File: src/rtl/dscp_pkg.sv
// Shared constants and types for the dual stepper command pulser.
// No dependencies; every other file imports this package.
package dscp_pkg;

    localparam int CNT_W = 16;

    // configuration register indexes
    localparam logic [1:0] CFG_TICK_PERIOD = 2'd0;
    localparam logic [1:0] CFG_DRIVE_STEPS = 2'd1;
    localparam logic [1:0] CFG_TURN_STEPS  = 2'd2;

    localparam logic [CNT_W-1:0] TICK_PERIOD_RST = 16'd2;
    localparam logic [CNT_W-1:0] DRIVE_STEPS_RST = 16'd2000;
    localparam logic [CNT_W-1:0] TURN_STEPS_RST  = 16'd100;

    // item kinds
    localparam logic KIND_TICK = 1'b0;
    localparam logic KIND_BYTE = 1'b1;

    // frame header bytes
    localparam logic [7:0] HDR_FIRST  = 8'h78; // 'x'
    localparam logic [7:0] HDR_SECOND = 8'h79; // 'y'
    localparam logic [7:0] HDR_QUIET  = 8'h7a; // 'z'

    // command letters
    localparam logic [7:0] CMD_FORWARD = 8'h6d; // 'm'
    localparam logic [7:0] CMD_BACK    = 8'h6e; // 'n'
    localparam logic [7:0] CMD_STOP    = 8'h71; // 'q'
    localparam logic [7:0] CMD_LEFT    = 8'h6f; // 'o'
    localparam logic [7:0] CMD_RIGHT   = 8'h70; // 'p'

    typedef struct packed {
        logic       valid;
        logic [7:0] letter;
    } dscp_cmd_t;

endpackage

File: src/rtl/dscp_if.sv
// Handshake channels of the dual stepper command pulser: items, results, configuration.
// Depends on dscp_pkg for widths.
interface dscp_item_if;
    logic       valid;
    logic       ready;
    logic       kind;
    logic [7:0] rx_byte;
    logic       hold_switch;

    modport source (output valid, kind, rx_byte, hold_switch, input ready);
    modport sink   (input valid, kind, rx_byte, hold_switch, output ready);
endinterface

interface dscp_result_if;
    logic valid;
    logic ready;
    logic right_pulse;
    logic left_pulse;
    logic right_direction;
    logic left_direction;
    logic right_enable_n;
    logic left_enable_n;
    logic right_running;
    logic left_running;
    logic turning;

    modport source (output valid, right_pulse, left_pulse, right_direction, left_direction,
                    right_enable_n, left_enable_n, right_running, left_running, turning,
                    input ready);
    modport sink   (input valid, right_pulse, left_pulse, right_direction, left_direction,
                    right_enable_n, left_enable_n, right_running, left_running, turning,
                    output ready);
endinterface

interface dscp_cfg_if;
    import dscp_pkg::*;
    logic             valid;
    logic             ready;
    logic [1:0]       index;
    logic [CNT_W-1:0] data;

    modport source (output valid, index, data, input ready);
    modport sink   (input valid, index, data, output ready);
endinterface

File: src/rtl/dscp_frame_decoder.sv
// Gathers received bytes into three-byte frames and flags a command letter.
// Depends on dscp_pkg.
module dscp_frame_decoder
    import dscp_pkg::*;
(
    input  logic       clk,
    input  logic       rst_n,
    input  logic       byte_valid,
    input  logic [7:0] rx_byte,
    output dscp_cmd_t  cmd
);

    logic [1:0] frame_count_reg, frame_count_next;
    logic [7:0] first_byte_reg, first_byte_next;
    logic [7:0] second_byte_reg, second_byte_next;

    always_comb
    begin
        frame_count_next = frame_count_reg;
        first_byte_next  = first_byte_reg;
        second_byte_next = second_byte_reg;
        cmd.valid        = 1'b0;
        cmd.letter       = rx_byte;
        if (byte_valid)
        begin
            unique case (frame_count_reg)
                2'd0:
                begin
                    first_byte_next  = rx_byte;
                    frame_count_next = 2'd1;
                end
                2'd1:
                begin
                    second_byte_next = rx_byte;
                    frame_count_next = 2'd2;
                end
                default:
                begin
                    // every third byte closes the frame, good header or not
                    frame_count_next = 2'd0;
                    cmd.valid = (first_byte_reg == HDR_FIRST) &&
                                (second_byte_reg == HDR_SECOND);
                end
            endcase
        end
    end

    always_ff @(posedge clk or negedge rst_n)
    begin
        if (!rst_n)
        begin
            frame_count_reg <= 2'd0;
            first_byte_reg  <= 8'd0;
            second_byte_reg <= 8'd0;
        end
        else
        begin
            frame_count_reg <= frame_count_next;
            first_byte_reg  <= first_byte_next;
            second_byte_reg <= second_byte_next;
        end
    end

    a_frame_in_range: assert property (@(posedge clk) disable iff (!rst_n)
        frame_count_reg != 2'd3)
        else $error("frame count out of range");

    a_frame_restart: assert property (@(posedge clk) disable iff (!rst_n)
        byte_valid && frame_count_reg == 2'd2 |=> frame_count_reg == 2'd0)
        else $error("frame did not restart after third byte");

    a_cmd_needs_header: assert property (@(posedge clk) disable iff (!rst_n)
        cmd.valid |-> frame_count_reg == 2'd2 && first_byte_reg == HDR_FIRST)
        else $error("command flagged outside a full frame");

endmodule

File: src/rtl/dual_stepper_command_pulser.sv
// Dual stepper command pulser: takes 1 ms ticks and serial command bytes, one item a
// cycle, and gives one result beat per item with step pulses, direction, enable and
// status levels for two stepper drivers. Each accepted item updates the state in the
// same cycle and its result sits in an output register; a new item is taken every cycle
// as long as that register is empty or being read, and the result shows in the cycle
// after acceptance. Configuration writes are taken at any time.
// Depends on dscp_pkg, dscp_if and dscp_frame_decoder.
module dual_stepper_command_pulser
    import dscp_pkg::*;
(
    input  logic         clk,
    input  logic         rst_n,
    dscp_cfg_if.sink     cfg,
    dscp_item_if.sink    item,
    dscp_result_if.source result
);

    logic [CNT_W-1:0] tick_period_reg, drive_steps_reg, turn_steps_reg;

    logic [CNT_W-1:0] tick_count_reg, tick_count_next;
    logic             left_active_reg, left_active_next;
    logic             right_active_reg, right_active_next;
    logic             left_dir_reg, left_dir_next;
    logic             right_dir_reg, right_dir_next;
    logic [CNT_W-1:0] left_target_reg, left_target_next;
    logic [CNT_W-1:0] right_target_reg, right_target_next;
    logic [CNT_W-1:0] left_done_reg, left_done_next;
    logic [CNT_W-1:0] right_done_reg, right_done_next;
    logic             turn_mode_reg, turn_mode_next;
    logic             left_en_reg, left_en_next;
    logic             right_en_reg, right_en_next;

    logic             out_valid_reg;
    logic             rp_reg, lp_reg;
    logic             rp_next, lp_next;

    logic             accept;
    logic             is_tick;
    logic [CNT_W-1:0] tick_inc;
    logic             step_opp;
    dscp_cmd_t        cmd;

    assign cfg.ready  = 1'b1;
    assign item.ready = !out_valid_reg || result.ready;
    assign accept     = item.valid && item.ready;
    assign is_tick    = item.kind == KIND_TICK;
    assign tick_inc   = tick_count_reg + 16'd1;
    assign step_opp   = is_tick && (tick_inc == tick_period_reg);

    dscp_frame_decoder u_frame
    (
        .clk        (clk),
        .rst_n      (rst_n),
        .byte_valid (accept && item.kind == KIND_BYTE),
        .rx_byte    (item.rx_byte),
        .cmd        (cmd)
    );

    always_ff @(posedge clk or negedge rst_n)
    begin
        if (!rst_n)
        begin
            tick_period_reg <= TICK_PERIOD_RST;
            drive_steps_reg <= DRIVE_STEPS_RST;
            turn_steps_reg  <= TURN_STEPS_RST;
        end
        else if (cfg.valid)
        begin
            unique case (cfg.index)
                CFG_TICK_PERIOD: tick_period_reg <= cfg.data;
                CFG_DRIVE_STEPS: drive_steps_reg <= cfg.data;
                CFG_TURN_STEPS:  turn_steps_reg  <= cfg.data;
                default: ;
            endcase
        end
    end

    always_comb
    begin
        tick_count_next   = tick_count_reg;
        left_active_next  = left_active_reg;
        right_active_next = right_active_reg;
        left_dir_next     = left_dir_reg;
        right_dir_next    = right_dir_reg;
        left_target_next  = left_target_reg;
        right_target_next = right_target_reg;
        left_done_next    = left_done_reg;
        right_done_next   = right_done_reg;
        turn_mode_next    = turn_mode_reg;
        left_en_next      = left_en_reg;
        right_en_next     = right_en_reg;
        rp_next           = 1'b0;
        lp_next           = 1'b0;

        if (is_tick)
        begin
            tick_count_next = step_opp ? 16'd0 : tick_inc;
            if (step_opp)
            begin
                if (right_active_reg)
                begin
                    // hold the left driver while the right motor turns
                    if (turn_mode_reg)
                        left_en_next = 1'b0;
                    if (right_done_reg < right_target_reg)
                    begin
                        right_en_next   = 1'b0;
                        right_done_next = right_done_reg + 16'd1;
                        rp_next         = 1'b1;
                    end
                    else
                    begin
                        right_active_next = 1'b0;
                        right_done_next   = 16'd0;
                        right_en_next     = item.hold_switch;
                        if (turn_mode_reg)
                        begin
                            turn_mode_next = 1'b0;
                            left_en_next   = 1'b1;
                        end
                    end
                end
                if (left_active_reg)
                begin
                    if (left_done_reg < left_target_reg)
                    begin
                        left_en_next   = 1'b0;
                        left_done_next = left_done_reg + 16'd1;
                        lp_next        = 1'b1;
                    end
                    else
                    begin
                        left_active_next = 1'b0;
                        left_done_next   = 16'd0;
                        left_en_next     = item.hold_switch;
                    end
                end
            end
        end
        else if (cmd.valid)
        begin
            unique case (cmd.letter)
                CMD_FORWARD:
                begin
                    left_active_next  = 1'b1;
                    left_target_next  = drive_steps_reg;
                    left_dir_next     = 1'b1;
                    right_active_next = 1'b1;
                    right_target_next = drive_steps_reg;
                    right_dir_next    = 1'b0;
                end
                CMD_BACK:
                begin
                    left_active_next  = 1'b1;
                    left_target_next  = drive_steps_reg;
                    left_dir_next     = 1'b0;
                    right_active_next = 1'b1;
                    right_target_next = drive_steps_reg;
                    right_dir_next    = 1'b1;
                end
                CMD_STOP:
                begin
                    left_active_next  = 1'b1;
                    left_target_next  = 16'd0;
                    left_dir_next     = 1'b1;
                    right_active_next = 1'b1;
                    right_target_next = 16'd0;
                    right_dir_next    = 1'b1;
                end
                CMD_LEFT, CMD_RIGHT:
                begin
                    right_active_next = 1'b1;
                    right_target_next = turn_steps_reg;
                    right_dir_next    = cmd.letter == CMD_LEFT;
                    turn_mode_next    = 1'b1;
                end
                default: ;
            endcase
        end
    end

    always_ff @(posedge clk or negedge rst_n)
    begin
        if (!rst_n)
        begin
            tick_count_reg   <= 16'd0;
            left_active_reg  <= 1'b0;
            right_active_reg <= 1'b0;
            left_dir_reg     <= 1'b0;
            right_dir_reg    <= 1'b0;
            left_target_reg  <= 16'd0;
            right_target_reg <= 16'd0;
            left_done_reg    <= 16'd0;
            right_done_reg   <= 16'd0;
            turn_mode_reg    <= 1'b0;
            left_en_reg      <= 1'b1;
            right_en_reg     <= 1'b1;
            out_valid_reg    <= 1'b0;
        end
        else
        begin
            if (accept)
            begin
                tick_count_reg   <= tick_count_next;
                left_active_reg  <= left_active_next;
                right_active_reg <= right_active_next;
                left_dir_reg     <= left_dir_next;
                right_dir_reg    <= right_dir_next;
                left_target_reg  <= left_target_next;
                right_target_reg <= right_target_next;
                left_done_reg    <= left_done_next;
                right_done_reg   <= right_done_next;
                turn_mode_reg    <= turn_mode_next;
                left_en_reg      <= left_en_next;
                right_en_reg     <= right_en_next;
            end
            // advance the result register on every new beat, drop it once taken
            if (accept)
                out_valid_reg <= 1'b1;
            else if (result.ready)
                out_valid_reg <= 1'b0;
        end
    end

    // pulse flags are the only result bits not already kept as state
    always_ff @(posedge clk)
    begin
        if (accept)
        begin
            rp_reg <= rp_next;
            lp_reg <= lp_next;
        end
    end

    assign result.valid           = out_valid_reg;
    assign result.right_pulse     = rp_reg;
    assign result.left_pulse      = lp_reg;
    assign result.right_direction = right_dir_reg;
    assign result.left_direction  = left_dir_reg;
    assign result.right_enable_n  = right_en_reg;
    assign result.left_enable_n   = left_en_reg;
    assign result.right_running   = right_active_reg;
    assign result.left_running    = left_active_reg;
    assign result.turning         = turn_mode_reg;

    a_turn_needs_right: assert property (@(posedge clk) disable iff (!rst_n)
        turn_mode_reg |-> right_active_reg)
        else $error("turn mode without an active right move");

    a_pulse_enables: assert property (@(posedge clk) disable iff (!rst_n)
        out_valid_reg && (rp_reg || lp_reg) |->
            (!rp_reg || (right_active_reg && !right_en_reg)) &&
            (!lp_reg || (left_active_reg && !left_en_reg)))
        else $error("step pulse on an idle or released motor");

    a_byte_no_pulse: assert property (@(posedge clk) disable iff (!rst_n)
        accept && item.kind == KIND_BYTE |=> !rp_reg && !lp_reg)
        else $error("step pulse on a byte beat");

    a_result_after_accept: assert property (@(posedge clk) disable iff (!rst_n)
        accept |=> out_valid_reg)
        else $error("accepted beat left no result");

endmodule

File: src/flat_wrapper.sv
// flat-port wrapper written by rule: the top's interface ports become plain ports
module dual_stepper_command_pulser_flat import dscp_pkg::*;
  (clk, rst_n, cfg_valid, cfg_index, cfg_data, cfg_ready, item_valid, item_kind, item_rx_byte, item_hold_switch, item_ready, result_valid, result_right_pulse, result_left_pulse, result_right_direction, result_left_direction, result_right_enable_n, result_left_enable_n, result_right_running, result_left_running, result_turning, result_ready);
  dscp_cfg_if cfg_i ();
  dscp_item_if item_i ();
  dscp_result_if result_i ();
  input  logic clk;
  input  logic rst_n;
  input wire logic [$bits(cfg_i.valid)-1:0] cfg_valid;
  input wire logic [$bits(cfg_i.index)-1:0] cfg_index;
  input wire logic [$bits(cfg_i.data)-1:0] cfg_data;
  output wire logic [$bits(cfg_i.ready)-1:0] cfg_ready;
  input wire logic [$bits(item_i.valid)-1:0] item_valid;
  input wire logic [$bits(item_i.kind)-1:0] item_kind;
  input wire logic [$bits(item_i.rx_byte)-1:0] item_rx_byte;
  input wire logic [$bits(item_i.hold_switch)-1:0] item_hold_switch;
  output wire logic [$bits(item_i.ready)-1:0] item_ready;
  output wire logic [$bits(result_i.valid)-1:0] result_valid;
  output wire logic [$bits(result_i.right_pulse)-1:0] result_right_pulse;
  output wire logic [$bits(result_i.left_pulse)-1:0] result_left_pulse;
  output wire logic [$bits(result_i.right_direction)-1:0] result_right_direction;
  output wire logic [$bits(result_i.left_direction)-1:0] result_left_direction;
  output wire logic [$bits(result_i.right_enable_n)-1:0] result_right_enable_n;
  output wire logic [$bits(result_i.left_enable_n)-1:0] result_left_enable_n;
  output wire logic [$bits(result_i.right_running)-1:0] result_right_running;
  output wire logic [$bits(result_i.left_running)-1:0] result_left_running;
  output wire logic [$bits(result_i.turning)-1:0] result_turning;
  input wire logic [$bits(result_i.ready)-1:0] result_ready;
  assign cfg_i.valid = cfg_valid;
  assign cfg_i.index = cfg_index;
  assign cfg_i.data = cfg_data;
  assign cfg_ready = cfg_i.ready;
  assign item_i.valid = item_valid;
  assign item_i.kind = item_kind;
  assign item_i.rx_byte = item_rx_byte;
  assign item_i.hold_switch = item_hold_switch;
  assign item_ready = item_i.ready;
  assign result_valid = result_i.valid;
  assign result_right_pulse = result_i.right_pulse;
  assign result_left_pulse = result_i.left_pulse;
  assign result_right_direction = result_i.right_direction;
  assign result_left_direction = result_i.left_direction;
  assign result_right_enable_n = result_i.right_enable_n;
  assign result_left_enable_n = result_i.left_enable_n;
  assign result_right_running = result_i.right_running;
  assign result_left_running = result_i.left_running;
  assign result_turning = result_i.turning;
  assign result_i.ready = result_ready;
  dual_stepper_command_pulser u_core (.clk(clk), .rst_n(rst_n), .cfg(cfg_i), .item(item_i), .result(result_i));
endmodule
File: config.mk
export PLATFORM = sky130hd
export DESIGN_NAME = dual_stepper_command_pulser_flat
export DESIGN_NICKNAME = d
export VERILOG_FILES = /design/src/rtl/dscp_pkg.sv /design/src/rtl/dscp_if.sv /design/src/rtl/dscp_frame_decoder.sv /design/src/rtl/dual_stepper_command_pulser.sv /design/src/flat_wrapper.sv
export SDC_FILE = /design/constraint.sdc
export NUM_CORES = 1
export LEC_CHECK = 0
export ABC_AREA = 1
export BUFFER_PORTS_ARGS = -buffer_cell sky130_fd_sc_hd__buf_2
export CELL_PAD_IN_SITES_DETAIL_PLACEMENT = 1
export CELL_PAD_IN_SITES_GLOBAL_PLACEMENT = 1
export CORE_MARGIN = 2
export CORE_UTILIZATION = 46
export DETAILED_ROUTE_END_ITERATION = 12
export GPL_TIMING_DRIVEN = 0
export MAX_ROUTING_LAYER = met4
export PLACE_DENSITY_LB_ADDON = 0.1
export SYNTH_ARGS = -nofsm -noshare
export SYNTH_HDL_FRONTEND = slang
export SYNTH_SLANG_ARGS = --single-unit
File: constraint.sdc
create_clock -name clk -period 2.3 [get_ports clk]
set_input_delay 0.345 -clock clk [delete_from_list [all_inputs] [get_ports clk]]
set_output_delay 0.345 -clock clk [all_outputs]
set_load 0.005 [all_outputs]
==> impl_metrics.yaml <==
synth:
  synth_edf_count: 2
  synth_top_area_share: 0.396
  syn_area_sq_mm: 0.00898
  syn-num-nets: 1240
  synth_area_leader_cell: "dfrtp_1"
  synth_top_family_by_area: "simple AND/OR/NAND/NOR gates"
  syn_inst: 1174
  synth-simple-area-share: 0.312
  ys_ff_latch: 156
  synthDistinctLibCells: 46
  synthTopCellsByArea: "dfrtp_1 40%, nand2_1 15%, o21ai_0 6.7%"
  yosysWarningCount: 0
  synth.area.mux_share: 0
  synthAdderAreaFrac: 0.0460
  async_flop_share: 0.987
  synth-xor-area-share: 0.0288
  avgSynthCellArea_sq_um: 7.65
  synth-compound-area-share: 0.102
  ys_seq_area_frac: 0.438
  synth_ff_type: "dfrtp_1"
sta:
  post-route-period-util: 1.09
  slew_viol_final: 0
  maxSlewHeadroom: 0.377
  setup_ws_ps: -210
  fin_crit_ps: 2510
  fmax_mhz: 398
  worst_pin_slew_ps: 934
  skew_ps: 17.1
  rsz0062_at_grt: "yes"
  holdWs_ps: 171
  final-hold-violation-count: 0
  finalSetupViolations: 51
min_path:
  hold_start: "cfg_data[10]"
  hold_path_class: "in -> reg"
clock_network:
  worstSkewPairLatency_ps: 460
  cts.reportedPaths.clkPinSlew_ps: 80
  cts_max_level: 4
  cts.sinks: 156
  cts_buffers: 17
  cts_buffer_depth: 2
  cts_root_buffer: "clkbuf_16"
  cts_tree: "done"
drt:
  drtIter0Drc: 581
  first_pass_iters: 5
  wl_per_cell_um: 19.6
  ant_nets: 0
  wl_um: 30600
  vias: 8661
  via_per_inst: 5.54
  drcViolationCount: 0
layout:
  antennaDiodeCount: 0
  nets: 1352
  mostFrequentLayoutCells: "319 x nand2_1, 135 x dfrtp_1, 121 x inv_1"
  drive_gt1_frac: 0.207
  mostFrequentLayoutCell: "nand2_1"
  nFillCells: 2420
  syn_to_final_growth_pct: 22.8
worst_setup_path:
  arrival_ps: 2910
  worstPathRequired_ps: 2700
  r2r_start: "u_core.tick_count_reg[0]"
  end_kind: "register"
  critPathLaunchType: "register"
  critical_path.startpoint: "u_core.tick_count_reg[0]"
  worstSetupPathType: "reg -> reg"
  cp_max_fo: 5
pwr:
  power.internal_uw: 5220
  p_seq_frac: 0.432
  switchingPower_uw: 2790
  power_density_mw_per_mm2: 727
  combPwrFrac: 0.211
  fin_total_pwr_uw: 8020
  power_leakage_uw: 0.00528
  p_clk_frac: 0.357
  p_sw_frac: 0.348
  irDropWorstVdd_mv: 0.533
placement:
  io_buffers: 43
  dp_hpwl_um: 20800
  place_congestion: 0.851
status:
  status: "finished, violations left"
  violations: "negative setup slack"
grt:
  track_usage: 0.311
  grt_max_degree: 105
  grt_antenna_before_repair: 0
  grt_overflow: 0
  grtUsageMet1: 0.425
  grt_use_met3: 0.0427
  grt-busiest-layer: "met2"
  grtUsageMet2: 0.478
  grt_pass1_vias: 8739
  grt_pass1_wl_um: 47500
flow_run:
  maxCapViolations: 0
floorplanning:
  dieArea_sq_mm: 0.0207
  initial_core_util: 0.464
  die_w_um: 144
  core_area_sq_mm: 0.0193
  rows: 51
  pin_count: 45
  die_h_um: 144
-- synth_stat cells (all sizes together), types with 2 or more instances --
cell type	count
dfstp	12
o21bai	2
nor2	94
o21ai	121
dfrtp	142
o21a	3
o22ai	4
a22oi	16
nor3b	2
ha	33
clkbuf	27
buf	10
clkinv	2
xor2	20
nand4	51
nand3b	7
a21oi	18
nor3	13
inv	126
nor4	5
or3	2
nand3	80
nand2	366
edfxtp	2
xnor2	7
-- power groups by stage --
| stage | clock network (uW) | logic, uW | registers, uW |
|---|---|---|---|
| after floorplan | 0 | 826 | 3350 |
| after global placement | 0 | 1120 | 3450 |
| after detailed placement | 0 | 1190 | 3460 |
| after CTS | 2880 | 1490 | 3440 |
| after global routing | 2990 | 1870 | 3490 |
| final | 2860 | 1690 | 3460 |
-- layer usage --
| layer | share of wire | routed length (um) |
|---|---|---|
| met1 | 0.46 | 14000 |
| met2 | 0.48 | 14600 |
| met3 | 0.041 | 1250 |
| met4 | 0.023 | 706 |
| met5 | 0 | 0 |
-- repair_timing --
| action | in CTS | in global routing |
|---|---|---|
| setup endpoints to repair | 86 | 86 |
| buffers inserted | 27 | 17 |
| endpoints found under the hold margin | 49 | 0 |
| pin swaps | 37 | 30 |
| hold buffers | 1 | 0 |
| cloned | 4 | 1 |
| gates resized for setup | 90 | 65 |
-- critical path, cell delays in order (launching register included) --
cell and delay, ps:
dfrtp_2 440, clkinvlp_4 200, nor2_8 210, buf_4 130, nand2_1 60, nand3b_1 150
buf_4 130, nand3_2 110, inv_1 140, nand3_4 110, nor3_4 210, buf_6 210
buf_8 150, nand4_1 100, nand2_1 80
-- path summary, 6_finish.rpt --
check / endpoint / slack [ps] / cells past startpoint
min in group asynchronous: u_core.u_frame.second_byte_reg[6] / 400 / 2
worst min-delay path: u_core.drive_steps_reg[10] / 170 / 3
worst min register to register: u_core.result.right_enable_n / 480 / 2
max in group asynchronous: u_core.tick_count_reg[1] / 1030 / 3
worst max-delay path: u_core.left_done_reg[10] / -210 / 14
worst max register to register: u_core.left_done_reg[10] / -210 / 14
-- per-stage QoR --
step	util	setup slack, ps	cells	instance area [sq um]	TNS [ps]
after global placement	0.493	-1560	1482	9530	-246780
after CTS	0.554	-92.0	1547	10700	-868
after floorplan	-	248	1174	8980	0
final	0.570	-210	1564	11000	-6930
after detailed placement	0.495	-666	1483	9560	-26210
after global routing	0.570	-331	1564	11000	-13180
-- cell type report --
cell class                 instances  area, sq um  share of cell area
buffer                            36          195              0.0177
sequential                       156         3940               0.357
inverter                         128          485              0.0440
clock buffer                      17          425              0.0386
tap                              265          332              0.0301
multi-input combinational        854         4780               0.434
clock inverter                    15          169              0.0153
timing repair buffer              93          701              0.0635
-- cells by family after synthesis --
family | after synthesis
AO/OA/AOI/OAI | 168
XOR/XNOR | 28
adder cells (fa/ha/maj) | 33
buffers and inverters | 165
flip-flops | 156
other | 1
AND/OR/NAND/NOR | 623
(Power assumes the default switching activity.)
